## src/hdl/flpa_ram.sv

```systemverilog
// Generic simple dual-port RAM: one write port, one read port, registered read.
// No dependencies.
module flpa_ram #(
  parameter int unsigned WIDTH = 8,
  parameter int unsigned DEPTH = 16
) (
  input  logic                     clk_i,
  input  logic                     we_i,
  input  logic [$clog2(DEPTH)-1:0] waddr_i,
  input  logic [WIDTH-1:0]         wdata_i,
  input  logic [$clog2(DEPTH)-1:0] raddr_i,
  output logic [WIDTH-1:0]         rdata_o
);

  logic [WIDTH-1:0] mem_q [DEPTH];
  logic [WIDTH-1:0] rdata_q;

  always_ff @(posedge clk_i) begin
    if (we_i) begin
      mem_q[waddr_i] <= wdata_i;
    end
    rdata_q <= mem_q[raddr_i];
  end

  assign rdata_o = rdata_q;

endmodule

```

## config.mk

```make
export PLATFORM = sky130hd
export DESIGN_NAME = flpa_ram
export DESIGN_NICKNAME = d
export VERILOG_FILES = /design/src/hdl/flpa_ram.sv
export SDC_FILE = /design/constraint.sdc
export NUM_CORES = 1
export LEC_CHECK = 0
export BUFFER_PORTS_ARGS = -buffer_cell sky130_fd_sc_hd__buf_2
export CELL_PAD_IN_SITES_DETAIL_PLACEMENT = 0
export CELL_PAD_IN_SITES_GLOBAL_PLACEMENT = 2
export CORE_AREA = 5 5 113 115
export CTS_CLUSTER_DIAMETER = 150
export CTS_CLUSTER_SIZE = 25
export DETAILED_ROUTE_END_ITERATION = 8
export DIE_AREA = 0 0 118 120
export PLACE_DENSITY_LB_ADDON = 0.25
export SLEW_MARGIN = 20
export SYNTH_ARGS = -nofsm -noshare
export SYNTH_HDL_FRONTEND = slang
export SYNTH_SLANG_ARGS = --single-unit
```

## constraint.sdc

```tcl
create_clock -name clk_i -period 4.6 [get_ports clk_i]
set_input_delay 0.23 -clock clk_i [delete_from_list [all_inputs] [get_ports clk_i]]
set_output_delay 0.23 -clock clk_i [all_outputs]
set_load 0.005 [all_outputs]
```

-- After elaboration in Yosys (flattened, before gate mapping)
Memories as Yosys holds them, arrays and structs flattened. A register that Yosys moved wholly into a read port is not among the register bits.
Cells that the tools add are included.
W data, S select, Z words.
- flip-flop bits (word level): 0
- RAM bits: 128
- output and inout bits: 8
- logic and storage cells: 3
- memories kept: 1
- memory list (name ; words ; width ; read ports ; clocked after Yosys merged registers in ; wr ports ; RTL line ; RTL):
    mem_q ; 16 ; 8 ; 1 ; 1 ; 1 ; 15 ; logic [WIDTH-1:0] mem_q [DEPTH];
- mux-type cells: 2
- operators by type and width (kind ; count):
    $mux W1 ; 2

-- Logic depth before layout (Yosys ltp)
Gate-level depths: netlist (run 1).
- depth after elaboration: 2
- depth in mapped cells: 5
- mapped depth without buffers: 3

-- Least setup slack after synthesis (run 1)
OpenSTA, ideal clock, no wires.
- path kind: input-to-reg
- start point: in waddr_i[2]
- end point: mem mem_q[0][0], enable pin
- data arrival time: 1.340 ns
- data required time: 4.217 ns
- setup slack: 2.877 ns
- stages on the path: 2
- cell sequence: or3b_2 nor3_1
- RTL lines (element ; RTL line ; RTL):
    start: declaration ; 9 ; input logic [$clog2(DEPTH)-1:0] waddr_i,
    end: declaration ; 15 ;
Straight into the memory's write port.

-- Worst setup path in the final report (run 1)
- start point: in waddr_i[2]
- end point: mem mem_q[3][4], enable pin
Straight into the memory's write port.

==> results of run 1 <==
-- kinds of logic after synthesis --
logic type / after synthesis / share of synthesized area (%)
AND/OR/NAND/NOR: 35 / 3.18
multiplexers: 32 / 15.0
buffers and inverters: 10 / 1.68
AO/OA/AOI/OAI: 16 / 2.33
flip-flops: 136 / 77.8
-- flip-flops by register name, summed over array words and instances, names as in the netlist --
| register | count |
|---|---|
| rdata_o | 8 |
| mem_q | 128 |
-- cell usage in the layout, fill, tap and decap left out --
| cell type | count |
|---|---|
| edfxtp_1 | 128 |
| buf_2 | 24 |
| mux4_2 | 18 |
| clkbuf_16 | 17 |
| a22oi_1 | 16 |
| mux4_1 | 14 |
| nor2_1 | 13 |
| nand2_1 | 9 |
| dfxtp_1 | 8 |
| clkinvlp_4 | 4 |
| clkinv_1 | 4 |
| bufinv_16 | 3 |
| clkinv_2 | 3 |
| buf_4 | 3 |
| nand3b_1 | 2 |
| nor3_2 | 2 |
| nand2b_1 | 2 |
| nor3_1 | 2 |
| nor2b_1 | 1 |
| and2_1 | 1 |
| and2b_1 | 1 |
| nand3_1 | 1 |
| or3b_2 | 1 |
| inv_6 | 1 |
-- worst max-delay path by stage --
stage / startpoint / end / slack [ps]
after global placement: waddr_i[2] / mem_q[0][6] / 2270
after floorplan: waddr_i[2] / mem_q[0][0] / 2880
after CTS: raddr_i[0] / rdata_o[0] / 2740
final: waddr_i[2] / mem_q[3][4] / 3120
after detailed placement: raddr_i[0] / rdata_o[1] / 2320
after global routing: raddr_i[0] / rdata_o[4] / 3000
-- worst max-delay path, delay by kind of cell --
family / cells / cell delay, ps
simple gates: 2 / 1170
buf+inv: 1 / 110
-- per-stage QoR --
stage               util, %  area (sq um)
floorplan                 -          5150
global placement       46.0          5390
detailed placement     46.1          5400
CTS                    51.1          5980
global route           51.1          5980
finish                 51.1          5980
-- routing by layer --
layer	routed length [um]	vias to the layer above	share of wire, %	global-route usage, %
met5	0	-	0	0
met3	557	11	5.5	5.00
met4	134	0	1.3	4.52
met2	4910	65	49	22.6
met1	4450	1237	44	20.8
li1	-	1048	-	-
-- area by class of cell --
| class | count | area [sq um] | share of cell area, % |
|---|---|---|---|
| Sequential cell | 136 | 4000 | 66.9 |
| Clock buffer | 17 | 425 | 7.11 |
| Multi-Input combinational cell | 83 | 1070 | 17.8 |
| Timing Repair Buffer | 27 | 143 | 2.38 |
| Clock inverter | 15 | 159 | 2.66 |
| Tap cell | 147 | 184 | 3.07 |
-- power groups by stage --
stage | Clock, uW | Sequential, uW | Combinational [uW]
final | 1330 | 1390 | 121
after global routing | 1410 | 1400 | 132
after CTS | 1360 | 1390 | 123
after detailed placement | 0 | 1420 | 123
after global placement | 0 | 1420 | 121
after floorplan | 0 | 1420 | 70.3
-- Yosys cell counts (2+ instances only) --
master             n  area share, %
nor3_1             4           0.39
nand2b_1           2           0.24
buf_6              3           0.66
nor2_1            13           0.95
clkdlybuf4s25_2    3           0.58
edfxtp_1         128             75
buf_2              3           0.29
nand3b_1           2           0.29
nand2_1            9           0.66
mux4_1            14            7.1
a22oi_1           16            2.3
mux4_2            18            7.9
dfxtp_1            8            3.1
==> metrics, run 1 <==
status finished clean; reg2reg path depth 3; Starting DRT DRC Count around 160; Seq/Total Area, Yosys a little under 80%; slew margin rel. between 30% and 40%; CP Capture Type flip-flop; number of core rows 40; Placed Cells a little under 400; Distinct cells, synth 19; FF-to-FF Start mem_q[1][0]; Min-Delay Startpoint wdata_i[6]; DRT Pass-1 Iters 4; pins over their slew limit 0; crit-path max cell delay roughly 650 ps; part of the power in the clock network between 40 and 50%; Syn Nets ~250; synth warn 0; Filler cells roughly 950; final worst setup slack about 3100 ps; setup slack after placement around 2300 ps; Net Sw Frac between 10% and 20%; total global-route track usage between 10% and 20%; Non-Filler Instances 425; Tot Pwr approximately 2800 uW; P per Cell Area 476 mW/mm^2; DP Wirelength about 6100 um; die area between 0.01 and 0.015 sq mm; Int Power approximately 2300 uW; max_cap viols 0; Min-Delay Path Depth 1; Post-Syn Area per Cell around 22 sq um; Avg WL per Cell roughly 24 um; ratio of cells with drive above 1 in the final layout about 27%; Ports 26; global-route wire length before repair 15000 um; GP Congestion 0.711; flop2flop setup slack ~3200 ps; global route overflow 0; clk sinks around 140; sequential share of power roughly half; setup total negative slack 0 ps; Post-CTS Setup Bufs 0; largest net degree at the start of global routing 33; die span in y between 100 and 150 um; vias per cell between 5 and 6; Post-synth top flop edfxtp_1; CP Cell Sequence buf_2 -> or3b_2 -> nor2_1; worst path required time approximately 4600 ps; Num CTS Buffers 17; worst-case clock buffer depth 2; Slowest-stage cell, CP nor2_1; Max VDD drop between 0.00015 and 0.0002 V; worst path arrival time between 1500 and 2000 ps; vias in the first global route between 2000 and 2500; diodes inserted 0; via count approximately 2400; core area between 0.01 and 0.015 sq mm; f_max between 0.6 and 0.7 GHz; combinational share of power under 10%; Worst R2R End rdata_o[0]; mapped cell area 0.00515 sq mm; CTS Hold Bufs 0; RSZ-0062 raised after global routing false; Die Width 118 um; final WL 10100 um; Clock Pin Slew Worst Setup and Hold Paths 60 ps; critical path startpoint category input port; later-pin clock latency in the skew report 410 ps; number of synthesized register bits approximately 140; Post-synth EDFFs 128; Layout area overhead 16.2%; Root Buffer clkbuf_16; Hold Fails Final Rpt 0; initial antenna violation count 0; Psw 568 uW; Async S/R FF share, synth 0%; number of gates resized after cts 0; Period Utilization, post-route around a third; post-route ant nets 0; Hold Path Sink mem_q[6][6]; Worst Skew 6.56 ps; Tightest Pin Transition roughly 990 ps; critical path type input port to flip-flop; final-stage net count about 280; H-tree depth 4; PortBufs 25; Remaining DRCs 0; final setup vio count 0; Hold WC Path Type input port to flip-flop; Lkg Pwr ~0.0020 uW; Synth Instances 229; fin crit period 1480 ps; CTS tree yes; starting density of the core between 40% and 50%; crit path max fanout 8; Hold WS roughly 210 ps
No activity file was read; power rests on OpenSTA's default activity.
==> inputs of run 2 (changes only) <==
==> constraint.sdc (replaced) <==
create_clock -name clk_i -period 1.4 [get_ports clk_i]
set_input_delay 0.07 -clock clk_i [delete_from_list [all_inputs] [get_ports clk_i]]
set_output_delay 0.07 -clock clk_i [all_outputs]
set_load 0.005 [all_outputs]
==> metrics, run 2 (synthesis results as in run 1) <==
Die Width 118 um (unchanged); Max VDD drop 0.000674 V (+260%); DP Wirelength 6760 um (+10%); Remaining DRCs 0 (unchanged); vias per cell 5.43 (-2.2%); Ports 26 (unchanged); worst-case clock buffer depth 2 (unchanged); number of core rows 40 (unchanged); fin crit period 1350 ps; Hold WC Path Type input port to flip-flop; critical path startpoint category flip-flop; final WL 10400 um (+3.8%); setup slack after placement -35.4 ps (-2360 ps); largest net degree at the start of global routing 17 (-48%); DRT Pass-1 Iters 5 (+1); die area 0.0142 sq mm (unchanged); GP Congestion 0.734 (+3.3%); crit path max fanout 1 (-7); die span in y 120 um (unchanged); final-stage net count 304 (+7.4%); CP Capture Type flip-flop; Int Power 7140 uW (+210%); CTS tree yes; Post-CTS Setup Bufs 0 (unchanged); final core occ 52.0% (+0.95 points); worst path arrival time 1620 ps (+110 ps); commonest non-fill, non-tap cell in the layout edfxtp_1; status finished clean; CTS Hold Bufs 0 (unchanged); most frequent cells in the layout edfxtp_1, buf_2, buf_4; sequential share of power 51.5% (+2.5 points); Psw 1760 uW (+210%); Avg WL per Cell 23.4 um (-0.86%); clk sinks 136 (unchanged); Num CTS Buffers 17 (unchanged); slew margin rel. 41.0% (+7.6 points); PortBufs 25 (unchanged); combinational share of power 4.8% (+0.6 points); worst path required time 1680 ps (-2950 ps); Placed Cells 414 (+5.3%); crit-path max cell delay 570 ps (-80 ps); starting density of the core 44.0% (unchanged); Slowest-stage cell, CP mux4_1; RSZ-0062 raised after global routing false; max_cap viols 0 (unchanged); critical path type flip-flop to flip-flop; Lkg Pwr 0.00208 uW (+5.0%); diodes inserted 0 (unchanged); Net Sw Frac 19.7% (-0.24 points); core area 0.0117 sq mm (unchanged); final worst setup slack 53.1 ps (-3070 ps); final setup vio count 0 (unchanged); max reg flops 128 (unchanged); Clock Pin Slew Worst Setup and Hold Paths 60 ps (about the same); initial antenna violation count 0 (unchanged); Final Instance Area 0.00609 sq mm (+1.9%); Period Utilization, post-route 96.2%; Root Buffer clkbuf_16; vias in the first global route 2418 (+0.25%); part of the power in the clock network 43.7% (-3.1 points); Starting DRT DRC Count 194 (+20%); Layout area overhead 18.4%; Hold Fails Final Rpt 0 (unchanged); Biggest register mem_q; Tightest Pin Transition 883 ps (-112 ps); via count 2417 (+2.4%); P per Cell Area 1460 mW/mm^2 (+210%); number of gates resized after cts 0 (unchanged); post-route ant nets 0 (unchanged); f_max 0.742 GHz; ratio of cells with drive above 1 in the final layout 31.5% (+4.2 points); global route overflow 0 (unchanged); Non-Filler Instances 445 (+4.7%); CP Cell Sequence mux4_1 -> a22oi_1 -> nand2_1; pins over their slew limit 0 (unchanged); total global-route track usage 15.8% (+0.84 points); later-pin clock latency in the skew report 410 ps (about the same); H-tree depth 4 (unchanged); DP Area 0.00557 sq mm (+3.3%); global-route wire length before repair 15700 um (+5.2%); Worst Skew 6.91 ps (+0.351 ps)
==> run 2: changes by cell type in the layout (fill, tap and decap cells not counted), sizes merged <==
cell	delta
buf	+21
clkbuf	+3
clkinvlp	-3
bufinv	-2
clkinv	+2
inv	-1
==> run 2: final timing paths <==
check | start | end | slack (ps) | cells past startpoint
max | mem_q[6][1] | rdata_o[1] | 50 | 3
min | wdata_i[6] | mem_q[6][6] | 30 | 1
max reg2reg | mem_q[6][1] | rdata_o[1] | 50 | 3
min reg2reg | mem_q[15][4] | rdata_o[4] | 670 | 3
==> run 2: layer usage <==
layer	up-vias	GRT usage (%)	part of all wire, %
met3	15	4.15	4.5
met2	64	24.1	49
met1	1247	21.8	45
met5	-	0	0
met4	0	6.24	1.2
li1	1091	-	-
==> run 2: power groups by stage <==
stage	Combinational, uW	Sequential, uW	Clock (uW)
4_1_cts	440	4580	3950
2_1_floorplan	231	4660	0
3_3_place_gp	433	4660	0
3_5_place_dp	439	4670	0
6_report	430	4580	3880
5_1_grt	470	4590	4150
==> run 2: critical path: cells and delay by family, from the launching register on <==
kind | cells | cell delay, ps
flip-flops | 1 | 360
AO/OA/AOI/OAI | 1 | 170
AND/OR/NAND/NOR | 1 | 110
multiplexers | 1 | 570
==> run 2: final cells by class <==
cell class	instances	area (sq um)
clock buffers	20	437
clock inverters	11	83.8
fillers	965	5620
multi-input cells	83	1060
flip-flops and latches	136	4000
well taps	147	184
repair buffers	48	323
==> run 2: stage by stage <==
step           total power, uW  TNS [ps]  hold slack [ps]
2_1_floorplan             4890         0              169
3_3_place_gp              5100     -67.8              453
3_5_place_dp              5100     -62.9              450
4_1_cts                   8970         0             30.1
5_1_grt                   9210         0             36.9
6_report                  8890         0             34.2
==> inputs of run 3 (changes only) <==
==> constraint.sdc (replaced) <==
create_clock -name clk_i -period 1.4 [get_ports clk_i]
set_input_delay 0.14 -clock clk_i [delete_from_list [all_inputs] [get_ports clk_i]]
set_output_delay 0.14 -clock clk_i [all_outputs]
set_load 0.005 [all_outputs]
==> metrics, run 3 (synthesis results as in run 1) <==
final WL 10500 um (+0.34%); Max VDD drop 0.000756 V (+12%); Starting DRT DRC Count 183 (-5.7%); crit-path max cell delay 500 ps (-70 ps); most frequent cells in the layout edfxtp_1, buf_2, buf_4; die span in y 120 um (unchanged); PortBufs 25 (unchanged); RSZ-0062 raised after global routing false; diodes inserted 0 (unchanged); status finished clean; GP Congestion 0.705 (-4.0%); largest net degree at the start of global routing 19 (+2); Worst Skew 7.52 ps (+0.606 ps); DRT Pass-1 Iters 4 (-1); Hold Fails Final Rpt 0 (unchanged); final-stage net count 306 (+0.66%); ratio of cells with drive above 1 in the final layout 32.9% (+1.3 points); Layout area overhead 20.0%; Remaining DRCs 0 (unchanged); Hold WC Path Type input port to flip-flop; f_max 0.750 GHz (+0.98%); number of buffers and inverters on the critical path 0 (unchanged); CTS Hold Bufs 0 (unchanged); Ports 26 (unchanged); pins over their slew limit 0 (unchanged); delay-heaviest family, CP multiplexers; worst path arrival time 1610 ps (about the same); max_cap viols 0 (unchanged); crit path max fanout 1 (unchanged); clk sinks 136 (unchanged); DP Wirelength 6690 um (-1.0%); Slowest-stage cell, CP mux4_1; total global-route track usage 15.4% (-0.36 points); Num CTS Buffers 17 (unchanged); starting density of the core 44.0% (unchanged); number of core rows 40 (unchanged); slew margin rel. 41.4% (+0.34 points); vias in the first global route 2382 (-1.5%); Avg WL per Cell 23.4 um (-0.34%); CTS tree yes; Tightest Pin Transition 877 ps (-5.04 ps); global-route wire length before repair 15600 um (-0.65%); die area 0.0142 sq mm (unchanged); CP Cell Sequence mux4_1 -> a22oi_1 -> nand2_1; Post-CTS Setup Bufs 0 (unchanged); critical path startpoint category flip-flop; later-pin clock latency in the skew report 400 ps (about the same); final setup vio count 0 (unchanged); P per Cell Area 1490 mW/mm^2 (+2.4%); core area 0.0117 sq mm (unchanged); worst path required time 1680 ps (about the same); Die Width 118 um (unchanged); Biggest register mem_q; Root Buffer clkbuf_16; global route overflow 0 (unchanged); initial antenna violation count 0 (unchanged); post-route ant nets 0 (unchanged); H-tree depth 4 (unchanged); Period Utilization, post-route 95.3% (-0.94 points); worst-case clock buffer depth 2 (unchanged); max reg flops 128 (unchanged); Clock Pin Slew Worst Setup and Hold Paths 60 ps (about the same); commonest non-fill, non-tap cell in the layout edfxtp_1; CP Capture Type flip-flop; final core occ 52.8% (+0.73 points); via count 2424 (+0.29%); fin crit period 1330 ps (-13.1 ps); critical path type flip-flop to flip-flop; Tot Pwr 9230 uW (+3.8%); vias per cell 5.41 (-0.38%); Lkg Pwr 0.00212 uW (+1.8%)
==> run 3: changes by cell type in the layout (fill, tap and decap cells not counted), sizes merged <==
cell    before  now
clkbuf      20   23
clkinv       9    6
buf         48   50
bufinv       1    2
==> run 3: area by class of cell <==
| cell class | count | area (sq um) |
|---|---|---|
| fill | 960 | 5530 |
| sequential | 136 | 4000 |
| multi-input combinational | 83 | 1060 |
| clock buffer | 23 | 468 |
| timing repair buffer | 50 | 363 |
| tap | 147 | 184 |
| clock inverter | 9 | 101 |
==> run 3: power breakdown <==
part | internal (uW) | switching (uW) | leakage [uW]
logic | 201 | 242 | 0.000615
clock network | 2700 | 1510 | 0.000281
registers | 4550 | 27.5 | 0.00122
total | 7460 | 1780 | 0.00212
==> run 3: path summary, 6_finish.rpt <==
| path | start | end | slack [ps] | depth (start not counted) |
|---|---|---|---|---|
| min | wdata_i[6] | mem_q[5][6] | 120 | 1 |
| max | mem_q[9][4] | rdata_o[4] | 70 | 3 |
| max reg2reg | mem_q[9][4] | rdata_o[4] | 70 | 3 |
| min reg2reg | mem_q[15][0] | rdata_o[0] | 670 | 3 |
==> run 3: what timing repair did <==
item	CTS	global route
setup endpoints to repair	0	1
endpoints found under the hold margin	0	0
gates resized for setup	0	1
==> run 3: per-layer routing <==
metal	routed length, um	track usage (%)	part of all wire (%)	vias to the layer above
li1	-	-	-	1091
met1	4800	21.8	46	1272
met2	5150	23.7	49	54
met3	415	4.29	4.0	7
met4	102	4.52	0.97	0
met5	0	0	0	-
==> run 3: stage by stage <==
stage / instance area (sq um) / std cells / hold slack [ps] / setup TNS (ps) / setup slack (ps)
floorplan: 5150 / 229 / 239 / -147 / -6.15
global placement: 5610 / 416 / 524 / -1250 / -169
detailed placement: 5610 / 416 / 531 / -1050 / -151
CTS: 6180 / 448 / 108 / 0 / 61.9
global route: 6180 / 448 / 109 / 0 / 2.52
finish: 6180 / 448 / 118 / 0 / 66.2
